===== src/rtl/mct_pkg.sv =====
`timescale 1ns / 1ps
`default_nettype none
// ----------------------------------------------------------------------------
// mct_pkg
// shared types and constants for the mouse cursor tracker
// ----------------------------------------------------------------------------
package mct_pkg;

	localparam int unsigned PosW  = 10;
	localparam int unsigned DispW = 8;
	localparam int unsigned BtnW  = 8;
	localparam int unsigned DivW  = 4;
	localparam int unsigned ExpW  = 2;
	localparam int unsigned CfgIdxW = 2;

	localparam int unsigned MiddleBit = 2;

	localparam logic [PosW-1:0] XLimitRst = 10'd623;
	localparam logic [PosW-1:0] YFloorRst = 10'd16;
	localparam logic [PosW-1:0] YLimitRst = 10'd478;
	localparam logic [PosW-1:0] PosXRst   = 10'd0;
	localparam logic [PosW-1:0] PosYRst   = 10'd16;

	// configuration register indexes
	typedef enum logic [CfgIdxW-1:0] {
		CFG_X_LIMIT = 2'd0,
		CFG_Y_FLOOR = 2'd1,
		CFG_Y_LIMIT = 2'd2
	} cfg_reg_t;

	typedef struct packed {
		logic signed [DispW-1:0] x_disp;
		logic signed [DispW-1:0] y_disp;
		logic [BtnW-1:0]         buttons;
	} report_t;

	typedef struct packed {
		logic [PosW-1:0] cursor_x;
		logic [PosW-1:0] cursor_y;
		logic [BtnW-1:0] button_status;
		logic [DivW-1:0] divisor;
	} cursor_t;

endpackage
`default_nettype wire


===== src/rtl/mct_axis.sv =====
`timescale 1ns / 1ps
`default_nettype none
// ----------------------------------------------------------------------------
// mct_axis
// one axis: scale displacement toward zero, add to position, clamp
// ----------------------------------------------------------------------------
module mct_axis (
	input  wire logic [mct_pkg::PosW-1:0]         pos,
	input  wire logic signed [mct_pkg::DispW-1:0] disp,
	input  wire logic [mct_pkg::ExpW-1:0]         sense_exp,
	input  wire logic [mct_pkg::PosW-1:0]         lo,
	input  wire logic [mct_pkg::PosW-1:0]         hi,
	output logic [mct_pkg::PosW-1:0]              pos_next
);
	import mct_pkg::*;

	logic [DispW:0]          round_mask;
	logic signed [DispW:0]   biased;
	logic signed [DispW:0]   quot;
	logic signed [PosW+1:0]  sum;
	logic signed [PosW+1:0]  lo_ext;
	logic signed [PosW+1:0]  hi_ext;

	always_comb begin
		// negative values get 2^e-1 added so the arithmetic shift truncates toward zero
		round_mask = (DispW+1)'((9'd1 << sense_exp) - 9'd1);
		biased     = {disp[DispW-1], disp};
		if (disp[DispW-1]) begin
			biased = biased + $signed(round_mask);
		end
		quot   = biased >>> sense_exp;
		sum    = $signed({2'b00, pos}) + (PosW+2)'(quot);
		lo_ext = $signed({2'b00, lo});
		hi_ext = $signed({2'b00, hi});
		// floor test first, then ceiling
		priority if (sum < lo_ext) begin
			pos_next = lo;
		end else if (sum > hi_ext) begin
			pos_next = hi;
		end else begin
			pos_next = sum[PosW-1:0];
		end
	end

endmodule
`default_nettype wire


===== src/rtl/mouse_cursor_tracker.sv =====
`timescale 1ns / 1ps
`default_nettype none
// ----------------------------------------------------------------------------
// mouse_cursor_tracker
// turns mouse reports into a clamped cursor position, button status and divisor
// ----------------------------------------------------------------------------
// a request accepted into the input register passes through shift/add/clamp into the
//   result register, from which it can be taken
// throughput: one request per cycle while the result side is not stalled; input
//   register, one pass of shift/add/clamp, result register
// the result register frees the input side while a result waits to be taken
// reset: cursor at (0,16), divisor 1, status 0, limits 623 / 16 / 478
module mouse_cursor_tracker (
	input  wire logic                          clk,
	input  wire logic                          arst_n,
	// request channel
	input  wire logic                          report_valid,
	output logic                               report_stall,
	input  wire mct_pkg::report_t              report,
	// result channel
	output logic                               cursor_valid,
	input  wire logic                          cursor_stall,
	output mct_pkg::cursor_t                   cursor,
	// configuration write channel
	input  wire logic                          cfg_valid,
	output logic                               cfg_ready,
	input  wire logic [mct_pkg::CfgIdxW-1:0]   cfg_index,
	input  wire logic [mct_pkg::PosW-1:0]      cfg_data
);
	import mct_pkg::*;

	// input register
	logic    valid_s1;
	report_t report_s1;

	// result register
	logic    cursor_valid_q;
	cursor_t cursor_q;

	// tracker state
	logic [PosW-1:0] pos_x_q;
	logic [PosW-1:0] pos_y_q;
	logic [ExpW-1:0] sense_exp_q;
	logic            middle_held_q;
	logic [BtnW-1:0] status_hold_q;

	// configuration
	logic [PosW-1:0] x_limit_q;
	logic [PosW-1:0] y_floor_q;
	logic [PosW-1:0] y_limit_q;

	logic            advance;
	logic            accept;
	logic [PosW-1:0] pos_x_next;
	logic [PosW-1:0] pos_y_next;
	logic [ExpW-1:0] sense_exp_next;
	logic            middle_held_next;
	logic [BtnW-1:0] status_hold_next;
	logic            middle_down;

	// the request in the input register moves on when the result slot is free
	// or is emptied in this same cycle
	assign advance      = valid_s1 && (!cursor_valid_q || !cursor_stall);
	assign report_stall = valid_s1 && !advance;
	assign accept       = report_valid && !report_stall;
	assign cfg_ready    = 1'b1;

	assign cursor_valid = cursor_valid_q;
	assign cursor       = cursor_q;

	// x is clamped to 0..x_limit, y to y_floor..y_limit; both use the divisor
	// in force before this request
	mct_axis u_axis_x (
		.pos       (pos_x_q),
		.disp      (report_s1.x_disp),
		.sense_exp (sense_exp_q),
		.lo        ('0),
		.hi        (x_limit_q),
		.pos_next  (pos_x_next)
	);

	mct_axis u_axis_y (
		.pos       (pos_y_q),
		.disp      (report_s1.y_disp),
		.sense_exp (sense_exp_q),
		.lo        (y_floor_q),
		.hi        (y_limit_q),
		.pos_next  (pos_y_next)
	);

	// middle button: a fresh press bumps the divisor exponent (wraps 8 -> 1),
	// and while it is down the status byte is frozen
	always_comb begin
		middle_down      = report_s1.buttons[MiddleBit];
		sense_exp_next   = sense_exp_q;
		middle_held_next = middle_held_q;
		status_hold_next = status_hold_q;
		if (middle_down) begin
			if (!middle_held_q) begin
				sense_exp_next = sense_exp_q + 1'b1;
			end
			middle_held_next = 1'b1;
		end else begin
			middle_held_next = 1'b0;
			status_hold_next = report_s1.buttons;
		end
	end

	// input register
	always_ff @(posedge clk or negedge arst_n) begin
		if (!arst_n) begin
			valid_s1 <= 1'b0;
		end else if (!report_stall) begin
			valid_s1 <= report_valid;
		end
	end

	always_ff @(posedge clk) begin
		if (accept) begin
			report_s1 <= report;
		end
	end

	// result register valid
	always_ff @(posedge clk or negedge arst_n) begin
		if (!arst_n) begin
			cursor_valid_q <= 1'b0;
		end else if (advance) begin
			cursor_valid_q <= 1'b1;
		end else if (!cursor_stall) begin
			cursor_valid_q <= 1'b0;
		end
	end

	always_ff @(posedge clk) begin
		if (advance) begin
			cursor_q.cursor_x      <= pos_x_next;
			cursor_q.cursor_y      <= pos_y_next;
			cursor_q.button_status <= status_hold_next;
			cursor_q.divisor       <= DivW'(4'd1 << sense_exp_next);
		end
	end

	// tracker state updates once per request, as it leaves the input register
	always_ff @(posedge clk or negedge arst_n) begin
		if (!arst_n) begin
			pos_x_q       <= PosXRst;
			pos_y_q       <= PosYRst;
			sense_exp_q   <= '0;
			middle_held_q <= 1'b0;
			status_hold_q <= '0;
		end else if (advance) begin
			pos_x_q       <= pos_x_next;
			pos_y_q       <= pos_y_next;
			sense_exp_q   <= sense_exp_next;
			middle_held_q <= middle_held_next;
			status_hold_q <= status_hold_next;
		end
	end

	// configuration registers; indexes past the list are dropped
	always_ff @(posedge clk or negedge arst_n) begin
		if (!arst_n) begin
			x_limit_q <= XLimitRst;
			y_floor_q <= YFloorRst;
			y_limit_q <= YLimitRst;
		end else if (cfg_valid && cfg_ready) begin
			unique case (cfg_index)
				CFG_X_LIMIT: x_limit_q <= cfg_data;
				CFG_Y_FLOOR: y_floor_q <= cfg_data;
				CFG_Y_LIMIT: y_limit_q <= cfg_data;
				default: ;
			endcase
		end
	end

	// divisor is always a single power of two
	a_divisor_onehot: assert property (@(posedge clk) disable iff (!arst_n)
		cursor_valid_q |-> $onehot(cursor_q.divisor))
		else $error("divisor not a power of two");

	// published position matches the held position
	a_pos_tracks: assert property (@(posedge clk) disable iff (!arst_n)
		advance |=> (cursor_q.cursor_x == pos_x_q) && (cursor_q.cursor_y == pos_y_q))
		else $error("result position differs from held position");

	// a request held in the input register does not change
	a_s1_hold: assert property (@(posedge clk) disable iff (!arst_n)
		(valid_s1 && !advance) |=> valid_s1 && $stable(report_s1))
		else $error("stalled request lost or changed");

	// a fresh middle press steps the exponent by one
	a_press_step: assert property (@(posedge clk) disable iff (!arst_n)
		$rose(middle_held_q) |-> (sense_exp_q == ExpW'($past(sense_exp_q) + 1'b1)))
		else $error("exponent did not step on middle press");

	// stall only while a request sits in the input register
	a_stall_cause: assert property (@(posedge clk) disable iff (!arst_n)
		report_stall |-> valid_s1)
		else $error("stall without a held request");

endmodule
`default_nettype wire

===== config.mk =====
export PLATFORM = sky130hd
export DESIGN_NAME = mouse_cursor_tracker
export DESIGN_NICKNAME = d
export VERILOG_FILES = /design/src/rtl/mct_pkg.sv /design/src/rtl/mct_axis.sv /design/src/rtl/mouse_cursor_tracker.sv
export SDC_FILE = /design/constraint.sdc
export NUM_CORES = 1
export LEC_CHECK = 0
export BUFFER_PORTS_ARGS = -buffer_cell sky130_fd_sc_hd__buf_2
export CORE_ASPECT_RATIO = 0.5
export CORE_MARGIN = 3
export CORE_UTILIZATION = 40
export CTS_BUF_LIST = sky130_fd_sc_hd__clkbuf_4 sky130_fd_sc_hd__clkbuf_8 sky130_fd_sc_hd__clkbuf_16
export DETAILED_ROUTE_END_ITERATION = 8
export HOLD_SLACK_MARGIN = 0.02
export SLEW_MARGIN = 20
export SYNTH_ARGS = -nofsm -noshare
export SYNTH_HDL_FRONTEND = slang
export SYNTH_SLANG_ARGS = --single-unit
export TNS_END_PERCENT = 10

===== constraint.sdc =====
create_clock -name clk -period 8.05 [get_ports clk]
set_clock_uncertainty 0.15 [all_clocks]
set_input_delay 1.2075 -clock clk [delete_from_list [all_inputs] [get_ports clk]]
set_output_delay 1.2075 -clock clk [all_outputs]
set_load 0.02 [all_outputs]

==> results.cfg <==
[synth]
syn_inst = 713
seq_area_frac_synth = 0.434
synth_most_common_cell = ha_1
synthesis.area_um2 = 7550
async_reset_ff_frac = 0.529
synth_common_cells = 77 x ha_1, 66 x nand2_1, 56 x edfxtp_1
avgSynthCellArea_um2 = 10.6
synth.area.top_cells = edfxtp_1 22%, dfrtp_1 16%, ha_1 13%
synth_area_leader_cell = edfxtp_1
synth-seq-cells = 119
synth_cell_type_count = 68
yosys.area.top_type_share = 0.223
synth-main-ff-cell = edfxtp_1
ys_warn_count = 0
synth-edff-count = 56

[route]
totalWireLength_um = 18100
dr.pass1.iters = 5
vias = 5532
wire_per_inst_um = 17.1
drc = 0
ant_nets = 0
avgViaCountPerCell = 5.24
drtIter0Drc = 296

[clock_tree]
insertion_delay_ns = 0.43
ctsHoldBuffers = 0
cts.sink_count = 119
path_clk_slew_ns = 0.07
clk_path_buf_depth = 2
cts_tree = yes
postCtsSetupRepairBufs = 0
cts_root_buf = clkbuf_16
cts_inserted_buffers = 17
cts_resized = 0
cts-htree-levels = 4

[place]
hpwl_um = 13400
gp_congestion = 0.880
io_buffers = 74

[timing]
setup_viol = 0
max_freq_mhz = 140
fin_crit_sh = 0.888
final_hold_viol_count = 0
rsz0062_at_grt = no
tightest_slew_ns = 1.02
finalCriticalPeriod_ns = 7.15
max_slew_margin = 0.320
tns_ns = 0
slew_violations = 0

[global_routing]
grt_pass1_wl_um = 28700
first_global_vias = 5347
grt_max_degree = 64
antenna_found_initial = 0
grt_use_total = 0.179
overflow = 0

[floorplan]
initial_utilization = 0.421
ios = 76
rows = 34
fp.dieH_um = 103
die-area_um2 = 20700
die_x_um = 200
core_um2 = 18000

[setup_path]
worstPathArrival_ns = 7.17
endpoint_kind = flop
worstPathMaxFanout = 32
startpoint_type = flop
critPathRequiredTime_ns = 8.08
crit_type = flop to flop

[finish]
fillers = 1660
drive_gt1_frac = 0.239
finalNetCount = 913
syn_to_final_growth_pct = 17.0
seq_area_um2 = 3280
antenna_cells = 0
fin_util = 0.492
multi_input_area_um2 = 3980

[hold_path]
hold_path.class = flop to flop

[job]
maxCapViolations = 0

[run_status]
outcome = completed
sequential cells by signal, summed over array words and instances, names as in the netlist:
| register | cells |
|---|---|
| status_hold_q | 8 |
| sense_exp_q | 2 |
| pos_y_q | 10 |
| valid_s1 | 1 |
| cursor_valid | 1 |
| x_limit_q | 10 |
| report_s1 | 23 |
| middle_down | 1 |
| cursor | 32 |
| pos_x_q | 10 |
| y_floor_q | 10 |
| middle_held_q | 1 |
| y_limit_q | 10 |
per-stage QoR:
| stage | area (um^2) | hold WS, ns | std cells | setup WS [ns] |
|---|---|---|---|---|
| final | 8840 | 0.351 | 1056 | 0.902 |
| after global routing | 8840 | 0.368 | 1056 | 0.364 |
| after CTS | 8840 | 0.340 | 1056 | 0.914 |
| after detailed placement | 8200 | 0.322 | 1024 | 0.921 |
| after global placement | 8200 | 0.316 | 1024 | 1.02 |
| after floorplan | 7560 | 0.300 | 714 | 2.16 |
path summary, 6_finish.rpt:
path | from | to | slack (ns) | cells past startpoint
max | sense_exp_q[0] | cursor[22] | 0.90 | 26
min | status_hold_q[2] | status_hold_q[2] | 0.35 | 1
max reg2reg | sense_exp_q[0] | cursor[22] | 0.90 | 26
min reg2reg | status_hold_q[2] | status_hold_q[2] | 0.35 | 1
max in group asynchronous | arst_n | pos_y_q[9] | 6.38 | 2
min in group asynchronous | arst_n | y_floor_q[8] | 0.83 | 2
final cells by class:
class / count / area share
clock buffers: 17 / 0.0481
multi-input cells: 520 / 0.451
repair buffers: 82 / 0.0487
clock inverters: 15 / 0.0243
well taps: 252 / 0.0357
inverters: 51 / 0.0217
flip-flops and latches: 119 / 0.371
per-layer routing:
layer,global-route usage,part of all wire
met5,0,0
met4,0.0388,0.0047
met3,0.0359,0.042
met2,0.262,0.40
met1,0.273,0.55
worst max-delay path: stages (launching register included):
cell and delay (ns):
dfrtp_1 0.32, buf_4 0.30, inv_2 0.17, ha_1 0.23, inv_1 0.10, ha_1 0.15, nor3b_2 0.50, ha_1 0.38
o21ai_1 0.17, o21bai_1 0.09, a21oi_1 0.18, xnor2_1 0.08, mux2i_1 0.26, inv_1 0.06, mux4_2 0.48, ha_1 0.39
nand2_1 0.10, o41ai_1 0.53, o21ai_0 0.15, nand2b_1 0.12, xnor2_1 0.10, ha_1 0.33, nand4_1 0.10, or3_1 0.36
a21oi_2 0.58, mux2i_1 0.41, nor2_1 0.08
cells by family after synthesis:
family | count (synthesis) | synth area share
other | 2 | 0.000994
AND/OR/NAND/NOR | 162 | 0.0982
flip-flops | 119 | 0.434
XOR/XNOR | 31 | 0.0359
AO/OA/AOI/OAI | 168 | 0.143
buffers and inverters | 75 | 0.0399
adder cells (fa/ha/maj) | 81 | 0.138
multiplexers | 75 | 0.110
cells in the final DEF (no fill, tap or decap), types with 6 or more instances in the layout:
master | netlist | layout
ha_1 | 77 | 77
clkbuf_16 | 0 | 17
a21o_1 | 13 | 13
nand2_1 | 66 | 66
o21a_1 | 6 | 6
dfstp_2 | 16 | 16
o211ai_1 | 13 | 13
nand2b_1 | 13 | 13
nor2_1 | 38 | 38
mux2i_1 | 31 | 31
xor2_1 | 9 | 9
mux2_2 | 42 | 42
o21ai_1 | 23 | 23
nand3_1 | 16 | 16
a21oi_1 | 36 | 36
inv_1 | 48 | 47
nor3_1 | 6 | 6
o21bai_1 | 6 | 6
dfrtp_1 | 47 | 47
edfxtp_1 | 56 | 56
xnor2_1 | 22 | 22
o21ai_0 | 35 | 35
buf_4 | 2 | 8
buf_2 | 3 | 74
Power is left out: the tool's default activity adds up to more than one toggle a clock period on the data nets, which glitch-free logic cannot reach.
